File: src/hdl/assert_macros.svh
// Assertion helpers shared by the RTL; clk and rst are the block's clock and reset.
`ifndef ASSERT_MACROS_SVH
`define ASSERT_MACROS_SVH

// Same-cycle implication, off while in reset.
`define RHS_ASSERT_SAME(lbl, ante, cons, msg) \
  lbl: assert property (@(posedge clk) disable iff (rst) (ante) |-> (cons)) \
    else $error(msg);

// Implication after a fixed number of cycles, off while in reset.
`define RHS_ASSERT_DELAY(lbl, ante, n, cons, msg) \
  lbl: assert property (@(posedge clk) disable iff (rst) (ante) |-> ##n (cons)) \
    else $error(msg);

`endif

File: src/hdl/rhs_pkg.sv
package rhs_pkg;

  // Field widths
  localparam int unsigned COL_W    = 10;
  localparam int unsigned SIDE_W   = 11;
  localparam int unsigned POS_FRAC = 8;
  localparam int unsigned POS_W    = COL_W + POS_FRAC;
  localparam int unsigned RAD_W    = 16;
  localparam int unsigned STR_W    = 23;
  localparam int unsigned HGT_W    = 24;
  localparam int unsigned MODE_W   = 2;
  localparam int unsigned IDX_W    = 3;
  localparam int unsigned CFG_W    = 24;

  // Internal widths
  localparam int unsigned OPND_W = HGT_W + 1;
  localparam int unsigned R2_W   = 2 * RAD_W;
  localparam int unsigned QUO_W  = R2_W + 1;
  localparam int unsigned ROOT_W = R2_W / 2 + 1;
  localparam int unsigned HALF_W = ROOT_W - 1;
  localparam int unsigned F_W    = HALF_W + 1;
  localparam int unsigned W_W    = HALF_W + 2;

  // Pipeline depth per section
  localparam int unsigned FRONT_STAGES = 3;
  localparam int unsigned DIV_STAGES   = QUO_W;
  localparam int unsigned SQRT_STAGES  = ROOT_W;
  localparam int unsigned FALL_STAGES  = 3;
  localparam int unsigned APPLY_STAGES = 3;
  localparam int unsigned PIPE_DEPTH   = FRONT_STAGES + DIV_STAGES + SQRT_STAGES
                                         + FALL_STAGES + APPLY_STAGES;

  // Constants
  localparam logic [RAD_W-1:0]  RADIUS_RESET = RAD_W'(256);
  localparam logic [SIDE_W-1:0] SIDE_RESET   = SIDE_W'(1024);
  localparam logic [F_W-1:0]    ONE_Q16      = F_W'(65536);
  localparam logic [W_W-1:0]    SMOOTH_K     = W_W'(3 * 65536);

  typedef enum logic [MODE_W-1:0] {
    MODE_FLATTEN = 2'd0,
    MODE_CRATER  = 2'd1,
    MODE_HILL    = 2'd2,
    MODE_HOLD    = 2'd3
  } mode_t;

  typedef enum logic [IDX_W-1:0] {
    REG_MODE     = 3'd0,
    REG_CCOL     = 3'd1,
    REG_CROW     = 3'd2,
    REG_RADIUS   = 3'd3,
    REG_STRENGTH = 3'd4,
    REG_CHEIGHT  = 3'd5,
    REG_SIDE     = 3'd6
  } reg_idx_t;

  // Per-vertex data that rides along the pipeline
  typedef struct packed {
    logic                     hit;
    logic signed [HGT_W-1:0]  cur;
    logic signed [OPND_W-1:0] opnd;
  } item_t;

  // Brush setup seen by the pipeline
  typedef struct packed {
    mode_t                   mode;
    logic [POS_W-1:0]        ccol;
    logic [POS_W-1:0]        crow;
    logic [STR_W-1:0]        strength;
    logic signed [HGT_W-1:0] cheight;
    logic [SIDE_W-1:0]       side;
    logic [R2_W-1:0]         r2;
  } cfg_t;

endpackage

File: src/hdl/rhs_front.sv
module rhs_front (
  input  logic                              clk,
  input  logic                              rst,
  input  logic                              in_vld,
  input  logic [rhs_pkg::COL_W-1:0]         col,
  input  logic [rhs_pkg::COL_W-1:0]         row,
  input  logic signed [rhs_pkg::HGT_W-1:0]  cur,
  input  rhs_pkg::cfg_t                     cfg,
  output logic                              out_vld,
  output rhs_pkg::item_t                    item,
  output logic [rhs_pkg::R2_W-1:0]          rem
);

  localparam int unsigned SQ_W = 2 * rhs_pkg::POS_W;

  logic                              vld1, vld2;
  logic signed [rhs_pkg::POS_W:0]    dx, dy;
  logic                              grid1, grid2;
  logic signed [rhs_pkg::HGT_W-1:0]  cur1, cur2;
  logic signed [rhs_pkg::OPND_W-1:0] opnd1, opnd2;
  logic [SQ_W-1:0]                   sqx, sqy;
  logic signed [SQ_W+1:0]            px_c, py_c;
  logic [SQ_W:0]                     d2_c;
  logic                              hit_c;

  // Valid bits
  always_ff @(posedge clk) begin
    if (rst) begin
      vld1    <= 1'b0;
      vld2    <= 1'b0;
      out_vld <= 1'b0;
    end else begin
      vld1    <= in_vld;
      vld2    <= vld1;
      out_vld <= vld2;
    end
  end

  // Stage 1: offsets from the centre, grid test, blend operand
  always_ff @(posedge clk) begin
    dx    <= $signed({1'b0, col, {rhs_pkg::POS_FRAC{1'b0}}}) - $signed({1'b0, cfg.ccol});
    dy    <= $signed({1'b0, row, {rhs_pkg::POS_FRAC{1'b0}}}) - $signed({1'b0, cfg.crow});
    // column and row never reach 1024, so comparing to the raw side covers the clamp
    grid1 <= (rhs_pkg::SIDE_W'(col) < cfg.side) && (rhs_pkg::SIDE_W'(row) < cfg.side);
    cur1  <= cur;
    if (cfg.mode == rhs_pkg::MODE_FLATTEN) begin
      opnd1 <= {cfg.cheight[rhs_pkg::HGT_W-1], cfg.cheight} - {cur[rhs_pkg::HGT_W-1], cur};
    end else begin
      opnd1 <= {2'b00, cfg.strength};
    end
  end

  // Stage 2: squares
  assign px_c = dx * dx;
  assign py_c = dy * dy;

  always_ff @(posedge clk) begin
    sqx   <= px_c[SQ_W-1:0];
    sqy   <= py_c[SQ_W-1:0];
    grid2 <= grid1;
    cur2  <= cur1;
    opnd2 <= opnd1;
  end

  // Stage 3: squared distance against squared radius
  assign d2_c  = {1'b0, sqx} + {1'b0, sqy};
  assign hit_c = grid2 && (d2_c <= (SQ_W + 1)'(cfg.r2));

  always_ff @(posedge clk) begin
    item.hit  <= hit_c;
    item.cur  <= cur2;
    item.opnd <= opnd2;
    // park outside vertices at zero so the divider stays in range
    rem       <= hit_c ? d2_c[rhs_pkg::R2_W-1:0] : '0;
  end

endmodule

File: config.mk
export PLATFORM = sky130hd
export DESIGN_NAME = rhs_front
export DESIGN_NICKNAME = d
export VERILOG_FILES = /design/src/hdl/assert_macros.svh /design/src/hdl/rhs_pkg.sv /design/src/hdl/rhs_front.sv
export SDC_FILE = /design/constraint.sdc
export NUM_CORES = 2
export LEC_CHECK = 0
export ABC_AREA = 0
export BUFFER_PORTS_ARGS = -buffer_cell sky130_fd_sc_hd__buf_2
export CORE_MARGIN = 1
export CORE_UTILIZATION = 55
export CTS_CLUSTER_SIZE = 30
export DETAILED_ROUTE_END_ITERATION = 6
export GPL_TIMING_DRIVEN = 0
export PLACE_DENSITY = 0.74
export SETUP_SLACK_MARGIN = 0.1
export SLEW_MARGIN = 10
export SYNTH_ARGS = -nofsm -noshare
export SYNTH_HDL_FRONTEND = slang
export SYNTH_SLANG_ARGS = --single-unit
File: constraint.sdc
create_clock -name clk -period 8.6 [get_ports clk]
set_input_delay 0.86 -clock clk [delete_from_list [all_inputs] [get_ports clk]]
set_output_delay 0.86 -clock clk [all_outputs]
set_load 0.02 [all_outputs]
# Word level (Yosys, flattened, before mapping)
# Index checks and enable logic that the tools add are counted.
# totals
ff_bits	295
latch_bits	0
mem_bits_rw	0
rom_bits	0
out_inout_bits	83
memories	0
# op_classes
add_sub_neg	4
n_mul	2
n_div	0
order_cmp	3
eq_ne	0
shift	0
muxes	1
n_bitwise	0
reduce_logical	3
# op_table
op	n
$mul 19x19->36	2
$sub 18x18->19	2
$add 36x36->37	1
$le 37x32->1	1
$sub 24x24->25	1
$mux 23	1
$lt 10x11->1	2
$logic_and 1x1->1	2
$logic_not 2->1	1

# Logic depth before layout (Yosys ltp)
# depth
word_depth	3
depth_mapped	26

# Least setup slack after synthesis
# Ideal clock, no wire load.
# synth_timing
kind	register to register
start	reg dy[15] in the netlist's numbering
end	reg sqy[33]
setup_time_ps	119
arrival_time_ps	6738
t_required_ps	8481
path_slack_ps	1743
path_stages_with_launch	25
n_path_buf	2
synth_period_minus_slack_ps	6857
cell_sequence	dfxtp_1 clkbuf_1 clkbuf_1 nand2_1 fa_1 inv_1 fa_1 inv_1 fa_1 inv_1 fa_1 fa_1 fa_1 fa_1 ha_1 a21oi_1 o21ai_0 o41a_1 o21bai_1 o31ai_2 o31ai_1 o31ai_1 o21ai_1 or2_2 xor2_1
# synth_via
elab_chain_cells	1
# synth_rtl
element	line	text
from (decl)	rhs_front.sv:17	logic signed [rhs_pkg::POS_W:0] dx, dy;
from (signal assigned)	rhs_front.sv:42	dy <= $signed({1'b0, row, {rhs_pkg::POS_FRAC{1'b0}}}) - $signed({1'b0, cfg.crow});
$mul 19x19->36	rhs_front.sv:55	assign py_c = dy * dy;
named net py_c[33]	rhs_front.sv:22	logic signed [SQ_W+1:0] px_c, py_c;
to (signal assigned)	rhs_front.sv:59	sqy <= py_c[SQ_W-1:0];
to (decl)	rhs_front.sv:21	logic [SQ_W-1:0] sqx, sqy;
# The timed path passes the listed nets, and every way through them passes these cells.
# A chain may end at the register's enable or synchronous reset.

# Worst setup path after layout
# layout_timing
start	reg dx[18] in the netlist's numbering
end	reg sqx[35]
# layout_via
elab_chain_cells	1
# layout_rtl
element	line	text
from (decl)	rhs_front.sv:17	
from (signal assigned)	rhs_front.sv:41	dx <= $signed({1'b0, col, {rhs_pkg::POS_FRAC{1'b0}}}) - $signed({1'b0, cfg.ccol});
$mul 19x19->36	rhs_front.sv:54	assign px_c = dx * dx;
named net px_c[35]	rhs_front.sv:22	
to (signal assigned)	rhs_front.sv:58	sqx <= px_c[SQ_W-1:0];
to (decl)	rhs_front.sv:21	
# The timed path passes the listed nets, and every way through them passes these cells.

==> flow_summary.toml <==
[grt]
grt_pass1_vias = 26211
grt_max_degree = 15
grt_pass1_wl_mm = 134
overflow = 0
antenna_found_initial = 4
gr-usage-all-layers_pct = 27.3

[clock_tree]
clk_latency_ps = 560
cts_buffers = 35
htreeDepth = 2
numClockSinks = 293
cts_tree = "built"
clkTransAtPathRegs_ps = 60
cts.path.max_buffers = 3
cts-root-buf = "clkbuf_16"

[floorplanning]
dieWidth_um = 253
initial_core_util_pct = 55.9
io_pins = 258
fp.dieH_um = 253
die_area_um2 = 64100
fp.coreArea_um2 = 62100
rows = 91

[timing]
hold_viol_final = 0
post-route-period-util_pct = 93.8
max_slew_margin_pct = 37.3
tightest_slew_ps = 936
fin_tns_setup_ps = 0
slew_violations = 0
fin_skew_ps = 19.6
max_freq_mhz = 124
rsz0062_at_grt = "yes"
finalCriticalPeriod_ps = 8060
setup_violations = 0

[run_status]
status = "finished clean"

[yosys]
synth_top_family_by_area = "adder cells"
synth.area.mux_share_pct = 0.187
syn_inst = 3526
async_flop_share_pct = 0
avgSynthCellArea_um2 = 9.84
synth_fa_ha_area_share_pct = 50.4
seq_area_frac_synth_pct = 16.9
ys_ff_latch = 293
synth-main-ff-cell = "dfxtp_1"
yosysWarnings = 0
syn_nets = 4714
yosysUniqueCellTypes = 75
synth-edff-count = 0
synth_simple_gate_area_share_pct = 10.8
synth_area_um2 = 34700
synth_xor_area_share_pct = 4.47
synth-compound-area-share_pct = 7.21

[place]
io_buffer_count = 257
gp_congestion = 0.972
dp_hpwl_mm = 71.2

[finish]
layout_common_cells = "inv_1 (846), fa_1 (640), ha_1 (373)"
mostFrequentLayoutCell = "inv_1"
fin_util_pct = 61.7
drive_gt1_share_pct = 10.2
areaGrowthSynthToFinish_pct = 10.3
fillCellCount = 5207
layout.nets = 5008

[job]
cap_viol_max_count = 0

[critical_path]
criticalPathCategory = "reg -> reg"
critPathMaxFanout = 10
critPathLaunchType = "flop"
required_ps = 9080
crit_path_end_kind = "flop"
crit_arrival_ps = 8540

[routing]
drt_first_iter_violations = 1121
drt_pass1_iterations = 5
wl_per_cell_um = 17.7
ant_nets = 0
viasPerCell = 5.23
drc = 0
vias = 24475
drt_wl_total_mm = 83.0

[hold_path]
hold_class = "reg -> reg"
through the flow:
step,std cells,hold WS [ps],area (µm²),setup slack (ps)
after floorplan,3526,310,34700,1740
after global placement,4620,310,37000,610
after detailed placement,4620,312,37000,502
after CTS,4683,321,38300,461
after global routing,4683,326,38300,85.1
final,4684,324,38300,536
worst paths after layout:
path	start	to	slack, ps	cells after the start
min reg2reg	opnd1[18]	opnd2[18]	320	0
min	opnd1[18]	opnd2[18]	320	0
max reg2reg	dx[18]	sqx[35]	540	22
max	dx[18]	sqx[35]	540	22
worst max-delay path, stage by stage, from the launching register on:
cell      delay, ps
dfxtp_1         740
clkbuf_2        390
clkbuf_1        470
nand2_1         250
fa_1            720
inv_1           150
fa_1            500
inv_1            50
fa_1            490
inv_1            50
fa_1            570
fa_1            440
fa_1            460
ha_1            300
ha_1            330
and3_1          240
a221o_1         400
a31o_2          260
a211oi_1        340
nor3_1          130
or3_1           370
a21oi_1         180
xnor2_1         140
Yosys cell counts (69+ instances only):
cell	count	area [µm²]
dfxtp_1	293	5870
clkbuf_1	72	270
nand2_1	299	1120
a21o_1	72	541
fa_1	640	12800
nor2_1	119	447
inv_1	846	3180
xnor2_1	117	1020
a21oi_1	87	435
ha_1	373	4670
and2_1	107	669
o21ai_0	69	345
area by class of cell:
| type | instances | area (µm²) | share of cell area [%] |
|---|---|---|---|
| plain buffers | 79 | 338 | 0.883 |
| well taps | 837 | 1050 | 2.74 |
| clock inverters | 19 | 260 | 0.680 |
| repair buffers | 257 | 1290 | 3.36 |
| diodes | 1 | 2.50 | 0.00654 |
| inverters | 846 | 3180 | 8.30 |
| multi-input cells | 2308 | 25300 | 66.2 |
| flip-flops and latches | 293 | 5870 | 15.3 |
| clock buffers | 44 | 960 | 2.51 |
state kept, by name, summed over array words and instances, names as in the netlist, 19 cells and up:
signal,count
item,50
dy,19
rem,32
cur1,24
opnd2,25
sqy,35
sqx,35
dx,19
cur2,24
opnd1,25
per-layer routing:
layer  global-route usage (%)  wire length [µm]  vias to the layer above
li1                         -                 -                    11370
met1                     33.5             32700                    12064
met2                     47.0             40400                      849
met3                     5.94              6780                      190
met4                     10.2              3180                        2
met5                        0                 8                        -
what timing repair did:
action                                  in CTS  in global routing
hold buffers                                 0                  0
gates resized for setup                      0                  6
endpoints found under the setup margin       0                  4
setup buffers                                0                  0
logic make-up (layout without fill, tap and decap cells):
logic type      count (synthesis)  after routing
mux                             6              6
xor+xnor                      177            177
fa+ha+maj                    1013           1013
compound gates                373            373
simple gates                  739            739
buf+inv                       925           1245
other cells                     0              1
flops                         293            293
Power is not shown: default switching activity piles up to over one toggle a cycle in this logic, so the estimate is an artifact.
