<file path="config.mk">
export PLATFORM = sky130hd
export DESIGN_NAME = rhs_falloff
export DESIGN_NICKNAME = d
export VERILOG_FILES = /design/src/hdl/assert_macros.svh /design/src/hdl/rhs_pkg.sv /design/src/hdl/rhs_falloff.sv
export SDC_FILE = /design/constraint.sdc
export NUM_CORES = 2
export LEC_CHECK = 0
export BUFFER_PORTS_ARGS = -buffer_cell sky130_fd_sc_hd__buf_2
export CORE_ASPECT_RATIO = 1.75
export CORE_MARGIN = 10
export CORE_UTILIZATION = 40
export CTS_BUF_LIST = sky130_fd_sc_hd__clkbuf_4 sky130_fd_sc_hd__clkbuf_8
export CTS_CLUSTER_SIZE = 8
export DETAILED_ROUTE_END_ITERATION = 6
export PLACE_DENSITY = 0.61
export SLEW_MARGIN = 20
export SYNTH_ARGS = -nofsm -noshare
export SYNTH_HDL_FRONTEND = slang
export SYNTH_SLANG_ARGS = --single-unit
export TNS_END_PERCENT = 20
</file>
<file path="constraint.sdc">
create_clock -name clk -period 8.2 [get_ports clk]
set_clock_uncertainty 0.15 [all_clocks]
set_input_delay 0.82 -clock clk [delete_from_list [all_inputs] [get_ports clk]]
set_output_delay 0.82 -clock clk [all_outputs]
set_load 0.05 [all_outputs]
</file>
<file path="src/hdl/assert_macros.svh">
// Assertion helpers shared by the RTL; clk and rst are the block's clock and reset.
`ifndef ASSERT_MACROS_SVH
`define ASSERT_MACROS_SVH

// Same-cycle implication, off while in reset.
`define RHS_ASSERT_SAME(lbl, ante, cons, msg) \
  lbl: assert property (@(posedge clk) disable iff (rst) (ante) |-> (cons)) \
    else $error(msg);

// Implication after a fixed number of cycles, off while in reset.
`define RHS_ASSERT_DELAY(lbl, ante, n, cons, msg) \
  lbl: assert property (@(posedge clk) disable iff (rst) (ante) |-> ##n (cons)) \
    else $error(msg);

`endif

</file>
<file path="src/hdl/rhs_pkg.sv">
package rhs_pkg;

  // Field widths
  localparam int unsigned COL_W    = 10;
  localparam int unsigned SIDE_W   = 11;
  localparam int unsigned POS_FRAC = 8;
  localparam int unsigned POS_W    = COL_W + POS_FRAC;
  localparam int unsigned RAD_W    = 16;
  localparam int unsigned STR_W    = 23;
  localparam int unsigned HGT_W    = 24;
  localparam int unsigned MODE_W   = 2;
  localparam int unsigned IDX_W    = 3;
  localparam int unsigned CFG_W    = 24;

  // Internal widths
  localparam int unsigned OPND_W = HGT_W + 1;
  localparam int unsigned R2_W   = 2 * RAD_W;
  localparam int unsigned QUO_W  = R2_W + 1;
  localparam int unsigned ROOT_W = R2_W / 2 + 1;
  localparam int unsigned HALF_W = ROOT_W - 1;
  localparam int unsigned F_W    = HALF_W + 1;
  localparam int unsigned W_W    = HALF_W + 2;

  // Pipeline depth per section
  localparam int unsigned FRONT_STAGES = 3;
  localparam int unsigned DIV_STAGES   = QUO_W;
  localparam int unsigned SQRT_STAGES  = ROOT_W;
  localparam int unsigned FALL_STAGES  = 3;
  localparam int unsigned APPLY_STAGES = 3;
  localparam int unsigned PIPE_DEPTH   = FRONT_STAGES + DIV_STAGES + SQRT_STAGES
                                         + FALL_STAGES + APPLY_STAGES;

  // Constants
  localparam logic [RAD_W-1:0]  RADIUS_RESET = RAD_W'(256);
  localparam logic [SIDE_W-1:0] SIDE_RESET   = SIDE_W'(1024);
  localparam logic [F_W-1:0]    ONE_Q16      = F_W'(65536);
  localparam logic [W_W-1:0]    SMOOTH_K     = W_W'(3 * 65536);

  typedef enum logic [MODE_W-1:0] {
    MODE_FLATTEN = 2'd0,
    MODE_CRATER  = 2'd1,
    MODE_HILL    = 2'd2,
    MODE_HOLD    = 2'd3
  } mode_t;

  typedef enum logic [IDX_W-1:0] {
    REG_MODE     = 3'd0,
    REG_CCOL     = 3'd1,
    REG_CROW     = 3'd2,
    REG_RADIUS   = 3'd3,
    REG_STRENGTH = 3'd4,
    REG_CHEIGHT  = 3'd5,
    REG_SIDE     = 3'd6
  } reg_idx_t;

  // Per-vertex data that rides along the pipeline
  typedef struct packed {
    logic                     hit;
    logic signed [HGT_W-1:0]  cur;
    logic signed [OPND_W-1:0] opnd;
  } item_t;

  // Brush setup seen by the pipeline
  typedef struct packed {
    mode_t                   mode;
    logic [POS_W-1:0]        ccol;
    logic [POS_W-1:0]        crow;
    logic [STR_W-1:0]        strength;
    logic signed [HGT_W-1:0] cheight;
    logic [SIDE_W-1:0]       side;
    logic [R2_W-1:0]         r2;
  } cfg_t;

endpackage

</file>
<file path="src/hdl/rhs_falloff.sv">
module rhs_falloff (
  input  logic                         clk,
  input  logic                         rst,
  input  logic                         in_vld,
  input  rhs_pkg::item_t               item_in,
  input  logic [rhs_pkg::ROOT_W-1:0]   root,
  output logic                         out_vld,
  output rhs_pkg::item_t               item_out,
  output logic [rhs_pkg::F_W-1:0]      f
);

  localparam int unsigned TSQ_W = 2 * rhs_pkg::HALF_W;
  localparam int unsigned S_W   = TSQ_W + rhs_pkg::W_W;

  logic                          vld1, vld2;
  rhs_pkg::item_t                item1, item2;
  logic [TSQ_W-1:0]              tsq;
  logic [rhs_pkg::W_W-1:0]       wgt;
  logic                          full1, full2;
  logic [S_W-1:0]                s_c;
  logic [rhs_pkg::HALF_W-1:0]    s_hi;

  // Valid bits
  always_ff @(posedge clk) begin
    if (rst) begin
      vld1    <= 1'b0;
      vld2    <= 1'b0;
      out_vld <= 1'b0;
    end else begin
      vld1    <= in_vld;
      vld2    <= vld1;
      out_vld <= vld2;
    end
  end

  // Stage 1: t^2 in Q32 and (3 - 2t) in Q16
  always_ff @(posedge clk) begin
    tsq   <= root[rhs_pkg::HALF_W-1:0] * root[rhs_pkg::HALF_W-1:0];
    wgt   <= rhs_pkg::SMOOTH_K - {1'b0, root[rhs_pkg::HALF_W-1:0], 1'b0};
    full1 <= root[rhs_pkg::HALF_W];
    item1 <= item_in;
  end

  // Stage 2: smoothstep in Q48, keep the Q16 part
  assign s_c = tsq * wgt;

  always_ff @(posedge clk) begin
    s_hi  <= s_c[TSQ_W +: rhs_pkg::HALF_W];
    full2 <= full1;
    item2 <= item1;
  end

  // Stage 3: weight is one minus smoothstep, zero on the rim
  always_ff @(posedge clk) begin
    f        <= full2 ? '0 : rhs_pkg::ONE_Q16 - {1'b0, s_hi};
    item_out <= item2;
  end

endmodule

</file>
Word level (Yosys, flattened, before mapping) --
Index checks and enable logic that the tools add are counted.
Storage, ports and cells: register bits 238, logic and storage cells 22, output and inout port bits 68, input bits 70
Operators by class: $add $sub $neg 2, multipliers 2
Operator list (count):
- 32-bit by 18-bit multiplier with 48-bit output | 1
- 16-bit by 16-bit multiplier with 32-bit output | 1
- 18-bit by 17-bit subtractor with 18-bit output, first input constant | 1
- 17-bit by 16-bit subtractor with 17-bit output, first input constant | 1

Longest topological paths before layout --
depth after elaboration 1, depth in mapped cells 26, depth with buffers taken out 25

Least setup slack after synthesis --
OpenSTA, ideal clock, no wires.
kind input to register, start point input root[13] (netlist bit), end point register tsq[31], cell stages on the path 25, data arrival time 6586 ps, path buffers 2, data required time 7978 ps, setup time 72 ps, slack 1391 ps, path through clkbuf_1 > clkbuf_1 > nand2_1 > fa_1 > inv_1 > fa_1 > inv_1 > fa_1 > inv_1 > fa_1 > inv_1 > fa_1 > fa_1 > inv_1 > ha_1 > a211o_1 > a21oi_1 > nand3_1 > a21oi_1 > nor2_1 > a41oi_1 > o311ai_1 > a31o_1 > a21oi_1 > xnor2_1
Between the ends: longest elaborated chain between the ends 1
Ends and longest elaborated chain:
- from (decl) | line rhs_falloff.sv:6 | input logic [rhs_pkg::ROOT_W-1:0] root,
- 16-bit by 16-bit multiplier with 32-bit output | line rhs_falloff.sv:38 | tsq <= root[rhs_pkg::HALF_W-1:0] * root[rhs_pkg::HALF_W-1:0];
- to (signal assigned) | line rhs_falloff.sv:38
- to (decl) | line rhs_falloff.sv:17 | logic [TSQ_W-1:0] tsq;
Every way passes these cells. A chain may end at the register's enable or synchronous reset.

Worst setup path after layout --
start point register wgt[9] (netlist bit), end point register s_hi[14] (netlist bit)
Between the ends: longest elaborated chain between the ends 1
Ends and longest elaborated chain:
- from (decl) | line rhs_falloff.sv:18 | logic [rhs_pkg::W_W-1:0] wgt;
- from (signal assigned) | line rhs_falloff.sv:39 | wgt <= rhs_pkg::SMOOTH_K - {1'b0, root[rhs_pkg::HALF_W-1:0], 1'b0};
- 32-bit by 18-bit multiplier with 48-bit output | line rhs_falloff.sv:45 | assign s_c = tsq * wgt;
- via s_c[46] | line rhs_falloff.sv:20 | logic [S_W-1:0] s_c;
- to (signal assigned) | line rhs_falloff.sv:48 | s_hi <= s_c[TSQ_W +: rhs_pkg::HALF_W];
- to (decl) | line rhs_falloff.sv:21 | logic [rhs_pkg::HALF_W-1:0] s_hi;
The timed path passes the listed nets, and every way through them passes these cells.

==> summary.txt <==
STA
  – Crit share post-route: 88.91%
  – Maximum operating frequency: 0.1372 GHz
  – Final hold vios: 0
  – # setup viols final: 0
  – Final count of pins violating max slew: 0
  – Worst hold margin: 160.3 ps
  – Final Critical Period: 7291 ps
  – Least-Margin Pin Slew: 1005 ps
  – Setup TNS: 0 ps
  – Slew headroom: 32.93%
  – RSZ-0062 raised after global routing: no

Detailed routing
  – Via density: 4.880
  – Iteration-0 DRC Markers: 760
  – Vias: 19,716
  – DRC Markers: 0
  – TritonRoute pass-1 iters: 5
  – Antenna-violating nets left: 0
  – Avg WL per Cell: 18.01 um
  – Final WL: 72.76 mm

Clock network
  – Cts hold-fix bufs: 0
  – # clock sinks: 235
  – Post-CTS sizing: 0
  – Worst-case clock buffer depth: 3
  – TritonCTS clock tree: built
  – CTS Buf Count: 38
  – H-Tree Depth: 2
  – Worst-path clk slew: 50 ps
  – Root buffer cell: clkbuf_8
  – Skew-Pair Late Insertion Delay: 590 ps
  – Post-CTS Setup Inserts: 0

Final layout
  – Area grow syn2layout: 8.438%
  – Filler Cell Count: 7,069
  – Register area: 0.004707 sq mm
  – Layout cells sized above 1: 7.737%
  – Nets: 4,023
  – Commonest non-fill, non-tap cell in the layout: inv_1
  – Post-route design area: 0.03115 sq mm
  – Multi-input gate area in the final layout: 0.02076 sq mm
  – Most frequent cells in the layout: inv_1, fa_1, nand2_1, and2_1, ha_1

Critical path
  – Critical Path AT: 7630 ps
  – CP endpoint kind: flop
  – Crit-path cells: buf_4 > nand2_1 > fa_1 > inv_1 > fa_1 > fa_1 > fa_1 > fa_1 > inv_1 > fa_1 > inv_1 > ha_1 > nand4_1 > nor2_1 > nand4_1 > a21o_1 > a31oi_1 > o31ai_1 > a211oi_1 > nor3_1 > o21ba_1 > xnor2_1
  – CP Class: flop to flop
  – WP data required: 8540 ps
  – Startpoint types: flop
  – Most frequent CP cell: fa_1
  – Largest stage delay on the critical path: 790 ps
  – Critical path's slowest cell: dfxtp_1
  – CP max FO: 12

Floorplanning
  – DIE WIDTH: 222.6 um
  – DIE HEIGHT: 374.5 um
  – Die ar.: 0.08335 sq mm
  – Core area: 0.07157 sq mm
  – Row cnt: 130
  – # IOs: 138
  – Initial Utilization: 40.13%

Global routing
  – All-layer global routing usage: 18.17%
  – Antenna violations before repair: 2
  – Total grt overflow: 0
  – Largest net degree at the start of global routing: 32
  – Vias in the first global route: 22,893
  – First-pass GRT wire length: 118.5 mm

Flow run
  – Max cap viols: 0

Yosys
  – Synth Instances: 2,986
  – Number of synthesized register bits: 235
  – Synth Warn #: 0
  – Cell Area, Synth: 0.02872 sq mm
  – Seq/Total Area, Yosys: 16.38%
  – Unique masters post-synth: 54
  – EDFF count, synth: 0
  – Post-synth top flop: dfxtp_1
  – Syn Area/Cell: 9.619 sq um
  – Ys async rst share: 0%

Placed design
  – Placed Area: 0.03049 sq mm
  – HPWL Detailed: 59.62 mm
  – Number of buffers added on ports: 137
  – Final GP Congestion: 0.8810

Outcome
  – Status: finished clean

Worst hold path
  – Min-delay worst type: flop to flop
-- critical path: cells and delay by family, from the launching register on --
family          cells  cell delay, ps
compound gates      5            1320
xor+xnor            1             120
fa+ha+maj           7            3530
buf+inv             4             510
flops               1             790
simple gates        5             770
-- synth_stat cells (3+ instances only) --
cell      instances  area [sq um]
dfxtp_1         235          4705
and2_1          289          1808
nor2_1           63         236.5
nand4_1          11         68.82
a21o_1           28         210.2
nor3_1           14         70.07
xor2_1           29         254.0
a31oi_1           5         31.28
a211o_1           4         35.03
nand3_1          15         75.07
or4_1             3         22.52
o21ai_1          13         65.06
nor2b_1           9         56.30
o21ai_0          10         50.05
o21a_1            6         45.04
nand2b_1          7         43.79
a211oi_1          5         37.54
xnor2_1          54         473.0
fa_1            603         12070
inv_1           761          2856
nand2_1         369          1385
ha_1            247          3090
o31ai_1           3         22.52
a21oi_1          45         225.2
nor4_1            7         43.79
a21boi_1          4         30.03
a41oi_1           3         26.28
clkbuf_1        107         401.6
-- layer usage --
metal / GRT usage, % / wire, um
met5: 0 / 14
met1: 16.77 / 23500
met3: 2.516 / 3252
met4: 12.15 / 5302
met2: 35.74 / 40690
-- through the flow --
stage          cells  setup slack [ps]  utilization (%)
3_5_place_dp    3987             894.5            42.61
2_1_floorplan   2992              1391                -
4_1_cts         4039             931.4            43.52
3_3_place_gp    3987             980.2            42.61
5_1_grt         4040             516.9            43.52
6_report        4040             909.1            43.52
-- cell families after synthesis --
group           after synthesis  synth area share [%]
compound gates              141                 3.162
xor+xnor                     83                 2.531
fa+ha+maj                   850                 52.79
buf+inv                     873                 11.43
flops                       235                 16.38
mux                           1               0.03920
other cells                   2               0.02615
simple gates                801                 13.64
-- area by class of cell --
cell class                      instances  share of cell area, %
Timing Repair Buffer                  179                  3.214
Inverter                              765                  9.219
Clock inverter                          8                 0.2089
Multi-Input combinational cell       1884                  66.64
Antenna cell                            1               0.008034
Tap cell                              924                  3.712
Clock buffer                           44                  1.884
Sequential cell                       235                  15.11
-- flip-flops by register name, summed over array words and instances (netlist names) --
name and cells:
item1 50, item2 50, item_out 50, tsq 31
f 17, s_hi 16, wgt 16, full1 1
full2 1, out_vld 1, vld1 1, vld2 1
-- path summary, 6_finish.rpt --
check	slack [ps]	cells past startpoint	endpoint	from
max	910	22	s_hi[14]$_DFF_P_	wgt[9]$_DFF_P_
min	160	0	item_out[7]$_DFF_P_	item2[7]$_DFF_P_
max reg2reg	910	22	s_hi[14]$_DFF_P_	wgt[9]$_DFF_P_
min reg2reg	160	0	item_out[7]$_DFF_P_	item2[7]$_DFF_P_
Power is left out: the tool's default activity adds up to more than one toggle a clock period on the data nets, which glitch-free logic cannot reach.
