## config.mk

```make
export PLATFORM = sky130hd
export DESIGN_NAME = rhs_apply
export DESIGN_NICKNAME = d
export VERILOG_FILES = /design/src/hdl/assert_macros.svh /design/src/hdl/rhs_pkg.sv /design/src/hdl/rhs_apply.sv
export SDC_FILE = /design/constraint.sdc
export NUM_CORES = 1
export LEC_CHECK = 0
export BUFFER_PORTS_ARGS = -buffer_cell sky130_fd_sc_hd__buf_2
export CORE_MARGIN = 4
export CORE_UTILIZATION = 58
export DETAILED_ROUTE_END_ITERATION = 6
export GPL_TIMING_DRIVEN = 0
export HOLD_SLACK_MARGIN = 0.15
export PLACE_DENSITY = 0.76
export SYNTH_ARGS = -nofsm -noshare
export SYNTH_HDL_FRONTEND = slang
export SYNTH_SLANG_ARGS = --single-unit
```

## constraint.sdc

```tcl
create_clock -name clk -period 8.6 [get_ports clk]
set_input_delay 0.86 -clock clk [delete_from_list [all_inputs] [get_ports clk]]
set_output_delay 0.86 -clock clk [all_outputs]
set_load 0.01 [all_outputs]
```

## src/hdl/assert_macros.svh

```systemverilog
// Assertion helpers shared by the RTL; clk and rst are the block's clock and reset.
`ifndef ASSERT_MACROS_SVH
`define ASSERT_MACROS_SVH

// Same-cycle implication, off while in reset.
`define RHS_ASSERT_SAME(lbl, ante, cons, msg) \
  lbl: assert property (@(posedge clk) disable iff (rst) (ante) |-> (cons)) \
    else $error(msg);

// Implication after a fixed number of cycles, off while in reset.
`define RHS_ASSERT_DELAY(lbl, ante, n, cons, msg) \
  lbl: assert property (@(posedge clk) disable iff (rst) (ante) |-> ##n (cons)) \
    else $error(msg);

`endif

```

## src/hdl/rhs_pkg.sv

```systemverilog
package rhs_pkg;

  // Field widths
  localparam int unsigned COL_W    = 10;
  localparam int unsigned SIDE_W   = 11;
  localparam int unsigned POS_FRAC = 8;
  localparam int unsigned POS_W    = COL_W + POS_FRAC;
  localparam int unsigned RAD_W    = 16;
  localparam int unsigned STR_W    = 23;
  localparam int unsigned HGT_W    = 24;
  localparam int unsigned MODE_W   = 2;
  localparam int unsigned IDX_W    = 3;
  localparam int unsigned CFG_W    = 24;

  // Internal widths
  localparam int unsigned OPND_W = HGT_W + 1;
  localparam int unsigned R2_W   = 2 * RAD_W;
  localparam int unsigned QUO_W  = R2_W + 1;
  localparam int unsigned ROOT_W = R2_W / 2 + 1;
  localparam int unsigned HALF_W = ROOT_W - 1;
  localparam int unsigned F_W    = HALF_W + 1;
  localparam int unsigned W_W    = HALF_W + 2;

  // Pipeline depth per section
  localparam int unsigned FRONT_STAGES = 3;
  localparam int unsigned DIV_STAGES   = QUO_W;
  localparam int unsigned SQRT_STAGES  = ROOT_W;
  localparam int unsigned FALL_STAGES  = 3;
  localparam int unsigned APPLY_STAGES = 3;
  localparam int unsigned PIPE_DEPTH   = FRONT_STAGES + DIV_STAGES + SQRT_STAGES
                                         + FALL_STAGES + APPLY_STAGES;

  // Constants
  localparam logic [RAD_W-1:0]  RADIUS_RESET = RAD_W'(256);
  localparam logic [SIDE_W-1:0] SIDE_RESET   = SIDE_W'(1024);
  localparam logic [F_W-1:0]    ONE_Q16      = F_W'(65536);
  localparam logic [W_W-1:0]    SMOOTH_K     = W_W'(3 * 65536);

  typedef enum logic [MODE_W-1:0] {
    MODE_FLATTEN = 2'd0,
    MODE_CRATER  = 2'd1,
    MODE_HILL    = 2'd2,
    MODE_HOLD    = 2'd3
  } mode_t;

  typedef enum logic [IDX_W-1:0] {
    REG_MODE     = 3'd0,
    REG_CCOL     = 3'd1,
    REG_CROW     = 3'd2,
    REG_RADIUS   = 3'd3,
    REG_STRENGTH = 3'd4,
    REG_CHEIGHT  = 3'd5,
    REG_SIDE     = 3'd6
  } reg_idx_t;

  // Per-vertex data that rides along the pipeline
  typedef struct packed {
    logic                     hit;
    logic signed [HGT_W-1:0]  cur;
    logic signed [OPND_W-1:0] opnd;
  } item_t;

  // Brush setup seen by the pipeline
  typedef struct packed {
    mode_t                   mode;
    logic [POS_W-1:0]        ccol;
    logic [POS_W-1:0]        crow;
    logic [STR_W-1:0]        strength;
    logic signed [HGT_W-1:0] cheight;
    logic [SIDE_W-1:0]       side;
    logic [R2_W-1:0]         r2;
  } cfg_t;

endpackage

```

## src/hdl/rhs_apply.sv

```systemverilog
module rhs_apply (
  input  logic                              clk,
  input  logic                              rst,
  input  logic                              in_vld,
  input  rhs_pkg::item_t                    item_in,
  input  logic [rhs_pkg::F_W-1:0]           f,
  input  rhs_pkg::mode_t                    mode,
  output logic                              done,
  output logic signed [rhs_pkg::HGT_W-1:0]  new_height,
  output logic                              changed
);

  localparam int unsigned P_W   = rhs_pkg::OPND_W + rhs_pkg::F_W + 1;
  localparam int unsigned FB    = rhs_pkg::HALF_W;
  localparam int unsigned RND_W = P_W - FB;
  localparam int unsigned NV_W  = RND_W + 1;
  localparam logic signed [P_W-1:0]  ROUND_HALF = P_W'(1) << (FB - 1);
  localparam logic signed [NV_W-1:0] HGT_MAX    = NV_W'((1 << (rhs_pkg::HGT_W - 1)) - 1);
  localparam logic signed [NV_W-1:0] HGT_MIN    = -NV_W'(1 << (rhs_pkg::HGT_W - 1));

  logic                       vld1, vld2;
  rhs_pkg::item_t             item1, item2;
  logic signed [P_W-1:0]      p_c, p;
  logic signed [P_W-1:0]      psum_c;
  logic signed [RND_W-1:0]    rnd;
  logic signed [NV_W-1:0]     cur_ext, rnd_ext, nv_c;
  logic signed [rhs_pkg::HGT_W-1:0] sat_c;

  // Valid bits
  always_ff @(posedge clk) begin
    if (rst) begin
      vld1    <= 1'b0;
      vld2    <= 1'b0;
      done    <= 1'b0;
      changed <= 1'b0;
    end else begin
      vld1    <= in_vld;
      vld2    <= vld1;
      done    <= vld2;
      changed <= vld2 && item2.hit;
    end
  end

  // Stage 1: scale the operand by the weight
  assign p_c = item_in.opnd * $signed({1'b0, f});

  always_ff @(posedge clk) begin
    p     <= p_c;
    item1 <= item_in;
  end

  // Stage 2: round to whole units, halves go up
  assign psum_c = p + ROUND_HALF;

  always_ff @(posedge clk) begin
    rnd   <= psum_c[P_W-1:FB];
    item2 <= item1;
  end

  // Stage 3: apply by mode and saturate
  assign cur_ext = NV_W'(item2.cur);
  assign rnd_ext = NV_W'(rnd);

  always_comb begin
    unique case (mode) inside
      rhs_pkg::MODE_FLATTEN, rhs_pkg::MODE_HILL: nv_c = cur_ext + rnd_ext;
      rhs_pkg::MODE_CRATER:                      nv_c = cur_ext - rnd_ext;
      default:                                   nv_c = cur_ext;
    endcase
  end

  always_comb begin
    if (nv_c > HGT_MAX) begin
      sat_c = HGT_MAX[rhs_pkg::HGT_W-1:0];
    end else if (nv_c < HGT_MIN) begin
      sat_c = HGT_MIN[rhs_pkg::HGT_W-1:0];
    end else begin
      sat_c = nv_c[rhs_pkg::HGT_W-1:0];
    end
  end

  always_ff @(posedge clk) begin
    new_height <= item2.hit ? sat_c : item2.cur;
  end

endmodule

```

# After elaboration in Yosys (flattened, before gate mapping)
# Cells that the tools add are included.
[word_totals]
reg_bits = 148
in_bits = 72
output_inout_bits = 26
word_cells = 26
[op_classes]
addsub = 3
mul = 1
order_cmp = 2
eq_ne = 2
muxes = 4
n_reduce_logical = 3
[op_table]
columns = ["op", "n"]
rows = [
  ["two-way mux 24 bit", 3],
  ["case mux 28 bit (2 select lines)", 1],
  ["adder 43 x 17 -> 43 bit (second input constant)", 1],
  ["multiplier 25 x 18 -> 43 bit", 1],
  ["adder 24 x 27 -> 28 bit", 1],
  ["> comparator 28 x 24 -> 1 bit (second input constant)", 1],
  ["less-than comparator 28 x 24 -> 1 bit (second input constant)", 1],
  ["subtractor 24 x 27 -> 28 bit", 1],
  ["== test 2 x 1 -> 1 bit (second input constant)", 1],
  ["== test 2 bit (second input constant)", 1],
  ["logical NOT 2 bit", 1],
  ["OR reduction 2 bit", 1],
  ["logical AND 1 bit", 1],
]

# Depth between registers and ports, before layout
# Gate-level depths: netlist (run 1).
[logic_depth]
depth_word = 7
ltp_mapped = 24
mapped_depth_nobuf = 22

# Worst setup path after synthesis (run 1)
# Ideal clock, no wire load.
[synth_path]
path_kind = "input -> register"
startpoint = "input f[10] (netlist bit)"
endpoint = "register p[41]"
setup_time_ps = 72
arrival_time_ps = 6742
required_ps = 8528
setup_slack_ps = 1786
stages = 22
path_buffers = 2
path_cell_list = "clkbuf_1 clkbuf_1 nand2_1 fa_1 inv_1 fa_1 fa_1 fa_1 fa_1 inv_1 fa_1 inv_1 ha_1 a21o_1 a21o_1 a211oi_1 o21ai_0 a32oi_1 o221ai_1 a211o_1 a221oi_1 xnor2_1"
[synth_via]
elab_chain_cells = 1
[synth_lines]
columns = ["item", "line_no", "rtl"]
rows = [
  ["start: declaration", "rhs_apply.sv:6", "input logic [rhs_pkg::F_W-1:0] f,"],
  ["multiplier 25 x 18 -> 43 bit", "rhs_apply.sv:45", "assign p_c = item_in.opnd * $signed({1'b0, f});"],
  ["via p_c[41]", "rhs_apply.sv:23", "logic signed [P_W-1:0] p_c, p;"],
  ["end signal: assignment", "rhs_apply.sv:48", "p <= p_c;"],
  ["end: declaration", "rhs_apply.sv:23", ""],
]
# The timed path passes the listed nets, and every way through them passes these cells.
# A chain may end at the register's enable or synchronous reset.

# Final worst setup path (run 1)
# Same ends and word-level chain as after synthesis.

==> results of run 1 <==
-- sequential cells by signal (all words and copies together) (netlist names) --
signal and flops:
rnd 27, vld2 1, cur_ext 24, changed 1, item2 1, new_height 24, p 28, item1 25
done 1, vld1 1
-- cell usage in the layout (no fill, tap or decap), types with 3 or more instances in the layout --
master,n
inv_1,497
fa_1,415
nand2_1,270
and2_1,219
dfxtp_1,133
ha_1,130
buf_2,97
clkbuf_1,77
nor2_1,71
xnor2_1,71
a21oi_1,70
o21ai_0,52
xor2_1,34
nand3_1,26
a21o_1,20
clkbuf_16,17
and3_1,14
nor3_1,13
nor2b_1,12
nand2b_1,11
nand4_1,10
or3_1,9
o211ai_1,9
a31oi_1,8
a211oi_1,8
o31ai_1,7
o21a_1,5
inv_6,5
o21bai_1,4
a221oi_1,4
clkinvlp_4,4
o41ai_1,3
-- per-stage QoR --
step	std cells	worst slack, ns	hold WS (ns)	utilization	instance area [um^2]
floorplan	2252	1.79	0.310	-	20400
global placement	2801	0.289	0.311	0.620	21500
detailed placement	2801	0.232	0.312	0.620	21500
CTS	2833	0.664	0.328	0.638	22100
global route	2833	0.228	0.331	0.638	22100
finish	2833	0.642	0.327	0.638	22100
-- per-layer routing --
layer	track usage	up-vias	part of all wire
li1	-	6998	-
met1	0.375	7774	0.41
met2	0.452	670	0.46
met3	0.0716	109	0.097
met4	0.0838	0	0.033
met5	0	-	0
-- logic make-up after synthesis --
logic type / synth area share
AND/OR/NAND/NOR: 0.163
buffers and inverters: 0.107
adder cells (fa/ha/maj): 0.486
AO/OA/AOI/OAI: 0.0664
flip-flops: 0.130
XOR/XNOR: 0.0461
multiplexers: 0.000979
-- worst paths after layout --
| check | endpoint | slack, ns | startpoint | cells past startpoint |
|---|---|---|---|---|
| max | p[41] | 0.64 | f[10] | 22 |
| min | cur_ext[20] | 0.33 | item1[45] | 0 |
| max reg2reg | new_height[16] | 2.63 | rnd[7] | 19 |
| min reg2reg | cur_ext[20] | 0.33 | item1[45] | 0 |
-- worst max-delay path: cells and delay by family --
| kind | cells | cell delay (ns) |
|---|---|---|
| xor+xnor | 1 | 0.18 |
| buf+inv | 5 | 1.29 |
| fa+ha+maj | 7 | 3.33 |
| simple gates | 1 | 0.16 |
| compound gates | 8 | 2.46 |
-- final cells by class --
class	count	share of cell area
Sequential cell	133	0.121
Timing Repair Buffer	94	0.0213
Multi-Input combinational cell	1539	0.706
Tap cell	455	0.0258
Clock buffer	17	0.0193
Inverter	497	0.0845
Clock inverter	15	0.00759
Buffer	83	0.0150
==> reports/qor.yml, run 1 <==
floorplan:
  num_io_pins: 98
  fp-row-count: 68
  coreArea_um2: 34600
  initial_core_util: 0.590
  die_h_um: 196
  die_w_um: 196
  dieArea_um2: 38300
flow_run:
  max_cap_viol_count: 0
worst_hold_path:
  hp-class: "reg2reg"
clocking:
  clk_path_buf_depth: 2
  post-cts-setup-buffer-count: 0
  cts_buffers: 17
  clockRootBuffer: "clkbuf_16"
  ctsResizeCount: 0
  hold_buffers: 0
  clk-insertion-delay-late_ns: 0.42
  clkTransAtPathRegs_ns: 0.06
  cts.sinks: 133
  cts_tree: "built"
  cts_max_level: 4
yosys:
  synth_edf_count: 0
  ys_warn_count: 0
  synth_most_common_cell: "inv_1"
  synth_area_um2: 20400
  yosysSeqAreaShare: 0.130
  synthTopCellsByArea: "fa_1 41%, dfxtp_1 13%, inv_1 9.1%"
  synth_top_area_frac: 0.406
  ys_ff_latch: 133
  syn_inst: 2252
  yosys.cell_types.count: 64
  synthArstFlopShare: 0
  syn_avg_cell_area_um2: 9.08
  synth_top_cell_by_area: "fa_1"
  synth_common_cells: "497 x inv_1, 415 x fa_1, 270 x nand2_1"
  synth-main-ff-cell: "dfxtp_1"
  syn-num-nets: 2869
placed_design:
  gp_congestion: 0.963
  hpwl_um: 43600
  io_buffers: 94
layout:
  drive_gt1_frac: 0.0597
  regArea_um2: 2660
  fillCellCount: 2890
  multi_input_area_um2: 15600
  diodes: 0
  nets: 2982
  syn2layout_area_growth_pct: 7.99
setup_path:
  worstPathRequired_ns: 8.94
  crit_type: "in2reg"
  cp-end-kind: "flip-flop"
  crit_chain: "clkbuf_1 -> clkbuf_1 -> nand2_1 -> fa_1 -> inv_1 -> fa_1 -> fa_1 -> fa_1 -> fa_1 -> inv_1 -> fa_1 -> inv_1 -> ha_1 -> a21o_1 -> a21o_1 -> a211oi_1 -> o21ai_0 -> a32oi_1 -> o221ai_1 -> a211o_1 -> a221oi_1 -> xnor2_1"
  cp_slowest_cell: "clkbuf_1"
  cp.arrival_ns: 8.30
  start_kind: "input port"
  cpMostUsedCell: "fa_1"
  cp_max_fo: 10
  max_stage_delay_ns: 0.64
run_status:
  violations: "DRC"
  status: "finished with violations"
detailed_routing:
  ant_nets: 0
  wl_um: 51800
  drt_pass1_iterations: 7
  drc_errors: 1
  viasPerCell: 5.49
  drt_iter0_drc: 1163
  vias: 15600
  wl_per_cell_um: 18.3
sta:
  fmax_mhz: 126
  rsz0062_at_grt: "no"
  hold_violations: 0
  worst_clock_skew_ns: 0.0103
  period_needed_ns: 7.96
  max_slew_margin: 0.350
  setup-violations-final: 0
  tightestPinTransition_ns: 0.951
  tns_ns: 0
  maxSlewViolCount: 0
  post-route-period-util: 0.925
global_route:
  track_usage: 0.279
  antenna_found_initial: 0
  grt_start_max_net_pins: 17
  grt_pass1_vias: 16400
  grt_pass1_wl_um: 85000
  grt-ovfl-total: 0
Power of run 1 is left out: the tool's default activity adds up to more than one toggle a clock period on the data nets, which glitch-free logic cannot reach.
==> inputs of run 2 (changes only) <==
Settings changed: MAX_ROUTING_LAYER from default to met4.
==> reports/qor.yml, run 2 (same netlist as run 1, synthesis figures left out) <==
sta:
  maxSlewViolCount: 0  # unchanged
  worst_clock_skew_ns: 0.0113  # +0.000964 ns
  tns_ns: 0  # unchanged
  setup-violations-final: 0  # unchanged
  post-route-period-util: 0.937  # +0.0121
  hold_violations: 0  # unchanged
  rsz0062_at_grt: "no"
  period_needed_ns: 8.06  # +0.104 ns
  tightestPinTransition_ns: 0.889  # -0.0623 ns
  fmax_mhz: 124  # -1.3%
  hold_ws_ns: 0.326  # -0.000759 ns
  max_slew_margin: 0.407  # +0.0573
clocking:
  clk-insertion-delay-late_ns: 0.42  # about the same
  post-cts-setup-buffer-count: 0  # unchanged
  cts.sinks: 133  # unchanged
  cts_max_level: 4  # unchanged
  clockRootBuffer: "clkbuf_16"
  clkTransAtPathRegs_ns: 0.06  # about the same
  cts_buffers: 17  # unchanged
  clk_path_buf_depth: 2  # unchanged
  cts_tree: "built"
  ctsResizeCount: 0  # unchanged
  hold_buffers: 0  # unchanged
placed_design:
  io_buffers: 94  # unchanged
  gp_congestion: 0.987  # +2.6%
  hpwl_um: 43900  # +0.56%
  dp.cells: 2801  # unchanged
layout:
  fillCellCount: 2890  # unchanged
  drive_gt1_frac: 0.0597  # unchanged
  largest_register_ff_count: 28  # unchanged
  most-common-layout-cells: "497 x inv_1, 415 x fa_1, 270 x nand2_1, 219 x and2_1, 133 x dfxtp_1"
  top_regs: "p: 28 flops, rnd: 27 flops, item1: 25 flops"
  regMostFlops: "p"
  stdcell_count: 2833  # unchanged
  syn2layout_area_growth_pct: 8.11
  nets: 2982  # unchanged
  layout_commonest_cell: "inv_1"
  finish.utilization: 0.638  # +0.000723
  diodes: 0  # unchanged
setup_path:
  worstPathRequired_ns: 8.93  # about the same
  r2r_end: "new_height[21]"
  crit_type: "in2reg"
  cp.arrival_ns: 8.40  # +0.10 ns
  reg2reg_slack_ns: 2.89  # +0.26 ns
  rr_startpoint: "rnd[7]"
  r2r_cells: 19  # unchanged
  cp_max_fo: 10  # unchanged
  cp-end-kind: "flip-flop"
  start_kind: "input port"
worst_hold_path:
  whs_endpoint: "cur_ext[2]"
  hold_depth: 0  # unchanged
  min-delay-start: "item1[27]"
  hp-class: "reg2reg"
floorplan:
  fp-row-count: 68  # unchanged
  dieArea_um2: 38300  # unchanged
  initial_core_util: 0.590  # unchanged
  die_w_um: 196  # unchanged
  coreArea_um2: 34600  # unchanged
  num_io_pins: 98  # unchanged
  die_h_um: 196  # unchanged
detailed_routing:
  drc_errors: 0  # -1
  wl_per_cell_um: 18.3  # +0.26%
  viasPerCell: 5.42  # -1.2%
  ant_nets: 0  # unchanged
  drt_pass1_iterations: 7  # unchanged
  vias: 15400  # -1.2%
  wl_um: 52000  # +0.26%
  drt_iter0_drc: 1060  # -8.9%
flow_run:
  max_cap_viol_count: 0  # unchanged
global_route:
  grt_pass1_wl_um: 85200  # +0.24%
  grt-ovfl-total: 0  # unchanged
  grt_pass1_vias: 16700  # +1.8%
  antenna_found_initial: 0  # unchanged
  grt_start_max_net_pins: 17  # unchanged
  track_usage: 0.290  # +0.0103
run_status:
  status: "completed"
==> run 2: cell count changes in the layout (fill, tap and decap cells not counted), sizes merged <==
| cell | previous run | this run |
|---|---|---|
| clkinv | 3 | 5 |
| bufinv | 2 | 3 |
| clkinvlp | 4 | 1 |
==> run 2: cell type report <==
type | count | area, um^2 | share of cell area
Sequential cell | 133 | 2660 | 0.120
Timing Repair Buffer | 94 | 470 | 0.0213
Clock inverter | 15 | 193 | 0.00872
Clock buffer | 17 | 425 | 0.0192
Inverter | 497 | 1870 | 0.0844
Tap cell | 455 | 569 | 0.0258
Buffer | 83 | 332 | 0.0150
Multi-Input combinational cell | 1539 | 15600 | 0.705
==> run 2: per-layer routing <==
metal | vias up | global-route usage | routed length, um
met5 | - | - | 0
met4 | 0 | 0.0833 | 1630
met3 | 118 | 0.0800 | 5090
met2 | 659 | 0.468 | 24200
met1 | 7604 | 0.362 | 21000
li1 | 6985 | - | -
==> run 2: worst max path at each step <==
stage | startpoint | endpoint | slack [ns] | depth (start not counted)
after floorplan | f[10] | p[41] | 1.79 | 22
after global placement | f[10] | p[41] | 0.30 | 22
after detailed placement | f[10] | p[41] | 0.15 | 22
after CTS | f[10] | p[41] | 0.59 | 22
after global routing | f[10] | p[41] | 0.19 | 23
final | f[10] | p[41] | 0.54 | 22
==> run 2: per-stage QoR <==
| stage | setup slack [ns] | area (um^2) |
|---|---|---|
| floorplan | 1.79 | 20400 |
| global placement | 0.299 | 21500 |
| detailed placement | 0.149 | 21500 |
| CTS | 0.591 | 22100 |
| global route | 0.189 | 22100 |
| finish | 0.538 | 22100 |
==> run 2: worst max-delay path: stages <==
cell and delay [ns]:
clkbuf_1 0.50, clkbuf_1 0.69, nand2_1 0.16, fa_1 0.54, inv_1 0.05, fa_1 0.50
fa_1 0.58, fa_1 0.43, fa_1 0.49, inv_1 0.05, fa_1 0.47, inv_1 0.04
ha_1 0.33, a21o_1 0.21, a21o_1 0.18, a211oi_1 0.20, o21ai_0 0.15, a32oi_1 0.55
o221ai_1 0.43, a211o_1 0.43, a221oi_1 0.35, xnor2_1 0.19
Power of run 2 is left out for the same reason.
